File: src/hdl/jaf_pkg.sv
// ----------------------------------------------------------------------------
// jaf_pkg: shared widths and register indexes for the junction active force
// Word and radicand widths used by the top level and by the square root
// and divider pipelines, and the configuration register indexes.
// ----------------------------------------------------------------------------
package jaf_pkg;

   localparam int DATA_W     = 32;
   localparam int RAD_W      = 64;
   localparam int ROOT_W     = 32;
   localparam int SQRT_STEPS = 32;
   localparam int CSR_IDX_W  = 3;

   typedef enum logic [CSR_IDX_W-1:0] {
      CSR_USE_CELL_TYPE    = 3'd0,
      CSR_SYMMETRIC_MYOSIN = 3'd1,
      CSR_SMALL_THRESHOLD  = 3'd2,
      CSR_BETA_TYPE0       = 3'd3,
      CSR_BETA_TYPE1       = 3'd4,
      CSR_ALPHA_TYPE0      = 3'd5,
      CSR_ALPHA_TYPE1      = 3'd6
   } csr_index_type;

   // An index past the register list; writes to it are dropped.
   localparam logic [CSR_IDX_W-1:0] CSR_INDEX_UNUSED = 3'd7;

endpackage

File: src/hdl/jaf_udiv.sv
// ----------------------------------------------------------------------------
// jaf_udiv: pipelined restoring divider
// quotient = floor(dividend * 2^(QBITS-1) / divisor) for a dividend no
// larger than the divisor; one quotient bit per stage, QBITS stages.
// ----------------------------------------------------------------------------
module jaf_udiv
   import jaf_pkg::*;
#(
   parameter int QBITS = 17
)
(
   input  logic              clock,
   input  logic              enable,
   input  logic [DATA_W-1:0] dividend,
   input  logic [DATA_W-1:0] divisor,
   output logic [QBITS-1:0]  quotient
);

   logic [DATA_W-1:0] rem_ff [QBITS];
   logic [DATA_W-1:0] den_ff [QBITS];
   logic [QBITS-1:0]  quo_ff [QBITS];
   logic [DATA_W-1:0] rem_in [QBITS];
   logic [DATA_W-1:0] den_in [QBITS];
   logic [QBITS-1:0]  quo_in [QBITS];

   for (genvar j = 0; j < QBITS; j++) begin : g_step
      logic [DATA_W-1:0] rem_src;
      logic [DATA_W-1:0] den_src;
      logic [QBITS-1:0]  quo_src;
      logic              next_bit;
      logic [DATA_W:0]   trial;
      logic [DATA_W:0]   diff;

      // The first step shifts in the last dividend bit; the rest shift in zeros.
      if (j == 0) begin : g_first
         assign rem_src  = {1'b0, dividend[DATA_W-1:1]};
         assign next_bit = dividend[0];
         assign den_src  = divisor;
         assign quo_src  = '0;
      end else begin : g_next
         assign rem_src  = rem_ff[j-1];
         assign next_bit = 1'b0;
         assign den_src  = den_ff[j-1];
         assign quo_src  = quo_ff[j-1];
      end

      assign trial = {rem_src, next_bit};
      assign diff  = trial - {1'b0, den_src};

      always_comb begin
         den_in[j] = den_src;
         if (trial >= {1'b0, den_src}) begin
            rem_in[j] = diff[DATA_W-1:0];
            quo_in[j] = quo_src | (QBITS'(1) << (QBITS - 1 - j));
         end else begin
            rem_in[j] = trial[DATA_W-1:0];
            quo_in[j] = quo_src;
         end
      end
   end

   always_ff @(posedge clock) begin
      if (enable) begin
         for (int i = 0; i < QBITS; i++) begin
            rem_ff[i] <= rem_in[i];
            den_ff[i] <= den_in[i];
            quo_ff[i] <= quo_in[i];
         end
      end
   end

   assign quotient = quo_ff[QBITS-1];

endmodule

File: config.mk
export PLATFORM = sky130hd
export DESIGN_NAME = jaf_udiv
export DESIGN_NICKNAME = d
export VERILOG_FILES = /design/src/hdl/jaf_pkg.sv /design/src/hdl/jaf_udiv.sv
export SDC_FILE = /design/constraint.sdc
export NUM_CORES = 2
export LEC_CHECK = 0
export ABC_AREA = 1
export BUFFER_PORTS_ARGS = -buffer_cell sky130_fd_sc_hd__clkbuf_2
export CAP_MARGIN = 30
export CORE_ASPECT_RATIO = 1.25
export CORE_UTILIZATION = 59
export CTS_BUF_LIST = sky130_fd_sc_hd__clkbuf_4 sky130_fd_sc_hd__clkbuf_8 sky130_fd_sc_hd__clkbuf_16
export DETAILED_ROUTE_END_ITERATION = 10
export PLACE_DENSITY = 0.78
export SETUP_SLACK_MARGIN = 0.3
export SKIP_CTS_REPAIR_TIMING = 1
export SLEW_MARGIN = 20
export SYNTH_ARGS = -nofsm -noshare
export SYNTH_HDL_FRONTEND = slang
export SYNTH_SLANG_ARGS = --single-unit
File: constraint.sdc
create_clock -name clock -period 2.1 [get_ports clock]
set_clock_uncertainty 0.1 [all_clocks]
set_input_delay 0 -clock clock [delete_from_list [all_inputs] [get_ports clock]]
set_output_delay 0 -clock clock [all_outputs]
set_load 0.05 [all_outputs]
==> results of run 1 <==
routing by layer:
metal	track usage, %	overflow
met3	55.69	41
met2	92.99	693
met5	22.02	16
met4	76.11	367
met1	73.47	19
cell families after synthesis:
logic type | Yosys count | share of synthesized area, %
and+or+nand+nor | 6736 | 33.58
buffers and inverters | 2581 | 12.04
DFF | 1177 | 41.29
adders and majority gates | 559 | 8.312
AOI/OAI and AO/OA | 406 | 2.476
xor gates and xnor gates | 225 | 2.302
per-stage QoR:
step / util, % / area [um^2]
CTS: 79.72 / 114300
floorplan: - / 89660
global placement: 76.79 / 110100
detailed placement: 76.79 / 110100
==> impl.org, run 1 <==
** Outcome
- The run stopped with a tool error.
- Stage reached :: 5_1_grt
- Err :: [ERROR GRT-0232] Routing congestion too high. Check the congestion heatmap in the GUI.

** Floorplanning
- The floorplan has 155 rows.
- Die X-Extent :: 342.7 um
- During I/O placement, the number of pins put on the boundary was 83.
- Die height :: 427.9 um
- For this configuration, the core starts out at a cell density of 59.72%.

** Synthesis
- Top area cells in the synthesized netlist :: edfxtp_1 (41%), nand2_1 (20%), inv_1 (11%)
- Sequential cells were found to cover 41.29% of the synthesized design area.
- Syn. warnings :: 0
- After synthesis the netlist holds a flip-flop and latch count of 1177.
- Yosys mapped a number of flops with a built-in enable equal to 1177.
- In the synthesized netlist the dominant register cell turns out to be edfxtp_1.
- The synthesized design devotes to its leading area cell type 41.29% of total area.
- Counting every net in the synthesized netlist gives 12309.
- Among all cell types in the netlist, the one instantiated most often is nand2_1.
- Post-synthesis instance area :: 0.08560 mm^2
- Counting distinct cell types in the post-synthesis netlist gives 40.
- Counting flops with an async set or reset pin after synthesis yields a share of 0%.
- The largest total area in the synthesized netlist belongs to edfxtp_1.
- A synthesized cell averages 7.326 um^2.
- Cell count after synthesis :: 11684
- Sorting the synthesized cells by how often they occur yields nand2_1 (4671), inv_1 (2426), edfxtp_1 (1177), nand3_1 (754), nor2_1 (597).

** Placed design
- After detailed placement, the design holds a cell count of 15949.
- At the end of routability-driven placement, the weighted congestion stood at 1.105.
- Pre-CTS WS :: -0.6546 ns
- Detailed placement finished with a half-perimeter wire length of 257700 um.
- In this run the tool buffered the top-level ports with 82 buffer cells.

** Global route
- Pin count of the biggest net entering global routing :: 118
- After global routing the overflow that remains totals 1136.
- Overall global routing resource usage :: 74.15%

** Clocking
- Counting the buffers created by CTS gives 119.
- The clock tree synthesis step divided the H-tree into 3 levels.
- The cell sitting at the root of the clock tree is a clkbuf_16.
- Clk sink count :: 1177
- Max Buffers Root-to-Sink :: 3

** Timing
- Last worst endpoint in the global-route repair_timing :: quo_ff[0][272]$_DFFE_PP_/D
- Type of pin the worst path ends at :: register data pin
==> run 2: changes to the inputs <==
--- a/config.mk
+++ b/config.mk
@@ -8,12 +8,9 @@
 export ABC_AREA = 1
 export BUFFER_PORTS_ARGS = -buffer_cell sky130_fd_sc_hd__clkbuf_2
 export CAP_MARGIN = 30
-export CORE_ASPECT_RATIO = 1.25
-export CORE_UTILIZATION = 59
-export CTS_BUF_LIST = sky130_fd_sc_hd__clkbuf_4 sky130_fd_sc_hd__clkbuf_8 sky130_fd_sc_hd__clkbuf_16
+export CORE_UTILIZATION = 40
 export DETAILED_ROUTE_END_ITERATION = 10
-export PLACE_DENSITY = 0.78
-export SETUP_SLACK_MARGIN = 0.3
+export PLACE_DENSITY_LB_ADDON = 0.15
 export SKIP_CTS_REPAIR_TIMING = 1
 export SLEW_MARGIN = 20
 export SYNTH_ARGS = -nofsm -noshare
==> constraint.sdc (replaced) <==
create_clock -name clock -period 2.75 [get_ports clock]
set_clock_uncertainty 0.1 [all_clocks]
set_input_delay 0 -clock clock [delete_from_list [all_inputs] [get_ports clock]]
set_output_delay 0 -clock clock [all_outputs]
set_load 0.05 [all_outputs]
==> run 2 against run 1 <==
The run now ends clean; synthesized area stayed put; synthesized cell count stayed put.
==> impl.org, run 2 <==
** Routing
- After detailed routing, the total wire length is 290500 um.
- After detailed routing, the wire length on met1 is 122800 um.
- Using the TritonRoute via totals, the vias-per-cell ratio works out to 4.846.
- 1st-pass router iterations :: 8
- The final route contains 74710 vias.
- Dividing the detail-routed wire length by the instance count gives 18.84 um.
- ANT nets after route :: 0
- Met3 wire length :: 12070 um
- In the routed design, unresolved DRC markers number 0.
- Total length of routed met2 wires :: 142600 um
- The highest layer touched by signal routing is met4.
- After the first detailed-routing iteration, the DRC count stood at 5671.

** Floorplanning
- The floorplan step defined a die boundary enclosing 0.2158 mm^2.
- Die X-Extent :: 464.6 um
- Boundary Pins :: 83
- The floorplan step defined a core boundary enclosing 0.2123 mm^2.
- From bottom edge to top edge, the die measures 464.6 um.
- Effective utilization at floorplan :: 40.32%
- Num rows :: 169

** Final layout
- Layout Area Growth over Synthesis :: 16.73%
- Most frequent standard cell in the layout excluding fill and tap cells :: nand2_1
- After the last flow step, the layout net total stands at 13101.
- Fraction of final layout cells sized beyond drive strength 1 :: 9.933%
- Core occupancy in the finished layout :: 47.06%
- Biggest registers after layout :: den_ff: 512 flops, rem_ff: 512 flops, quo_ff: 153 flops
- Leaving out fill and tap cells, the most frequent cells in the layout are nand2_1 (4659), inv_1 (2426), edfxtp_1 (1177).

** Critical path
- Stage delay of the slowest cell on the critical path :: 0.46 ns
- Critical path data arrival time :: 3.16 ns
- Crit-path max FO :: 16
- STA classifies the critical path endpoint as a register.
- The slowest stage of the critical path belongs to the cell edfxtp_1.
- Crit-path cells :: inv_1 -> ha_2 -> nand2_2 -> inv_1 -> a21oi_2 -> nor2_1 -> nor2_1 -> nand2_1 -> nor2_4 -> nand2_4 -> nand2_1 -> nand2_1
- STA puts the critical path data required time at 3.21 ns.
- Cell occurring most often along the worst timing path :: nand2_1
- Critical Setup Path Class :: register to register
- The worst setup path is launched from a register.

** Timing
- On the final layout, the worst hold slack is 0.001158 ns.
- Setup repair after global routing could not meet its margin everywhere.
- Setup TNS after final layout :: 0 ns
- Measured against its own limit, the worst slew margin works out to 51.68%.
- Fmax :: 0.3707 GHz
- Final hold viol count :: 0
- Final setup viols :: 0
- For the pin with the worst max-slew slack, the measured transition is 0.7247 ns.
- Minimum clock period :: 2.698 ns
- Fin. max-slew vios :: 0
- In the finished design, the share of the clock period the worst path needs comes to 98.11%.

** Clocking
- Depth of the CTS H-tree :: 4
- Total clock buffers created by CTS :: 144
- CTS placed an instance of clkbuf_16 at the clock tree root.
- CTS tree :: yes
- The clock net in this run drives a total of 1177 sinks.
- After clock tree synthesis, the clock-pin slew on the worst setup and hold paths is 0.05 ns.
- For the worst-skew pair, the clock arrives at the later sink with an insertion delay of 0.81 ns.
- Counting along the longest clock path gives a buffer depth of 3.

** Power
- Power density of the placed cells :: 1115 mW/mm^2
- Combinational Power Share :: 54.5%
- Net switching is 46.75% of the power.
- Switching power :: 52.10 mW
- Relative contribution of sequential cells to total power :: 27.7%
- Leakage component of the power :: 52.40 nW
- The internal power of the cells totals 59.35 mW.
- The share of total power dissipated in the clock network is 17.8%.
- Across the VDD grid, the largest voltage drop is 0.0006936 V.

** Global route
- Pin count of the biggest net entering global routing :: 107
- The first global-routing pass estimated 431700 um of wire.
- For this run the aggregate overflow at the end of global routing stands at 0.
- Number of global-route vias before repair :: 71521
- Antenna violations before repair :: 6
- Global routing used 26.32% of the available tracks.

** Synthesis
- Counting flops with a built-in enable in the synthesized netlist gives 1177.
- The biggest area contributor in the post-synthesis netlist is edfxtp_1.
- Cell count after synthesis :: 11684
- The cell area that synthesis handed to floorplanning was 0.08560 mm^2.
- Sequential elements use 41.29% of the synthesized area.
- Top area cells in the synthesized netlist :: edfxtp_1 (41%), nand2_1 (20%), inv_1 (11%)
- For this run, the leading register cell type out of synthesis is edfxtp_1.
- Ranked by instance count, the synthesized netlist is headed by nand2_1 (4671), inv_1 (2426), edfxtp_1 (1177), nand3_1 (754), nor2_1 (597).
- Syn. warnings :: 0
- After synthesis, the share of flip-flops with an asynchronous set or reset is 0%.
- The number of nets in the synthesized netlist is 12309.
- In this run, synthesis produced a sequential element count of 1177.
- Leading cell type by number of instances after synthesis :: nand2_1
- Of the post-synthesis cell area, the dominant cell type holds 41.29%.
- Counting distinct cell types in the post-synthesis netlist gives 40.
- Averaged over all synthesized cells, the footprint is 7.326 um^2.

** Outcome
- Result of the run :: finished clean

** Placed design
- Number of port buffers :: 82
- Final RePlAce weighted congestion :: 0.9611
- Detailed placement HPWL :: 236200 um

** Min path
- Class of the tightest hold or removal check :: primary input to register

** Run
- The tool flagged a number of max-cap violations equal to 0.
==> run 2: power groups by stage <==
stage | logic, mW | registers (mW) | clock network [mW]
floorplan | 39.6 | 28.6 | 0
CTS | 59.1 | 30.9 | 20.4
global route | 67.7 | 31.2 | 21.0
global placement | 58.7 | 31.2 | 0
detailed placement | 58.9 | 31.2 | 0
finish | 60.8 | 30.9 | 19.8
==> run 2: stage by stage <==
| stage | power, mW | worst slack, ns | cells | cell area, um^2 |
|---|---|---|---|---|
| 6_report | 111.4 | 0.05205 | 15417 | 99910 |
| 5_1_grt | 119.8 | -0.01770 | 15416 | 99910 |
| 4_1_cts | 110.4 | -0.5475 | 15214 | 97530 |
| 3_5_place_dp | 90.10 | -0.5299 | 14950 | 92600 |
| 3_3_place_gp | 89.93 | -0.5106 | 14950 | 92600 |
| 2_1_floorplan | 68.17 | 0.6743 | 11684 | 85600 |
==> run 2: final timing paths <==
| path | startpoint | endpoint | slack [ns] | cells after the start |
|---|---|---|---|---|
| worst max-delay path | den_ff[0][188] | rem_ff[0][209] | 0.05 | 12 |
| worst min-delay path | dividend[28] | rem_ff[0][28] | 0.001 | 4 |
| worst min register to register | quo_ff[0][261] | quo_ff[0][278] | 0.31 | 0 |
| worst max register to register | den_ff[0][188] | rem_ff[0][209] | 0.05 | 12 |
==> run 2: final cells by class <==
class / instances / area (um^2)
diodes: 2 / 5.005
multi-input cells: 7933 / 40450
flip-flops and latches: 1177 / 35340
repair buffers: 776 / 6454
inverters: 2444 / 9191
clock inverters: 104 / 1276
clock buffers: 160 / 3664
well taps: 2821 / 3530
fillers: 21527 / 112400
==> run 2: worst max-delay path: cells and delay by family, from the launching register on <==
family,cells,cell delay [ns]
flip-flops,1,0.46
adder cells (fa/ha/maj),1,0.33
AO/OA/AOI/OAI,1,0.15
AND/OR/NAND/NOR,8,1.26
buffers and inverters,2,0.15
==> run 2: logic make-up (layout without fill, tap and decap cells) <==
logic type / Yosys count / after routing / synth area share (%)
AO/OA/AOI/OAI: 406 / 406 / 2.476
XOR/XNOR: 225 / 225 / 2.302
adder cells (fa/ha/maj): 559 / 559 / 8.312
buffers and inverters: 2581 / 3484 / 12.04
flip-flops: 1177 / 1177 / 41.29
other: 0 / 2 / 0
AND/OR/NAND/NOR: 6736 / 6743 / 33.58
==> run 2: metal layers <==
metal | up-vias | global-route usage (%)
li1 | 37861 | -
met1 | 34479 | 32.68
met2 | 1876 | 46.63
met3 | 494 | 2.552
met4 | 0 | 10.52
met5 | - | 0
Note: power is estimated with default switching activity, not from simulation.
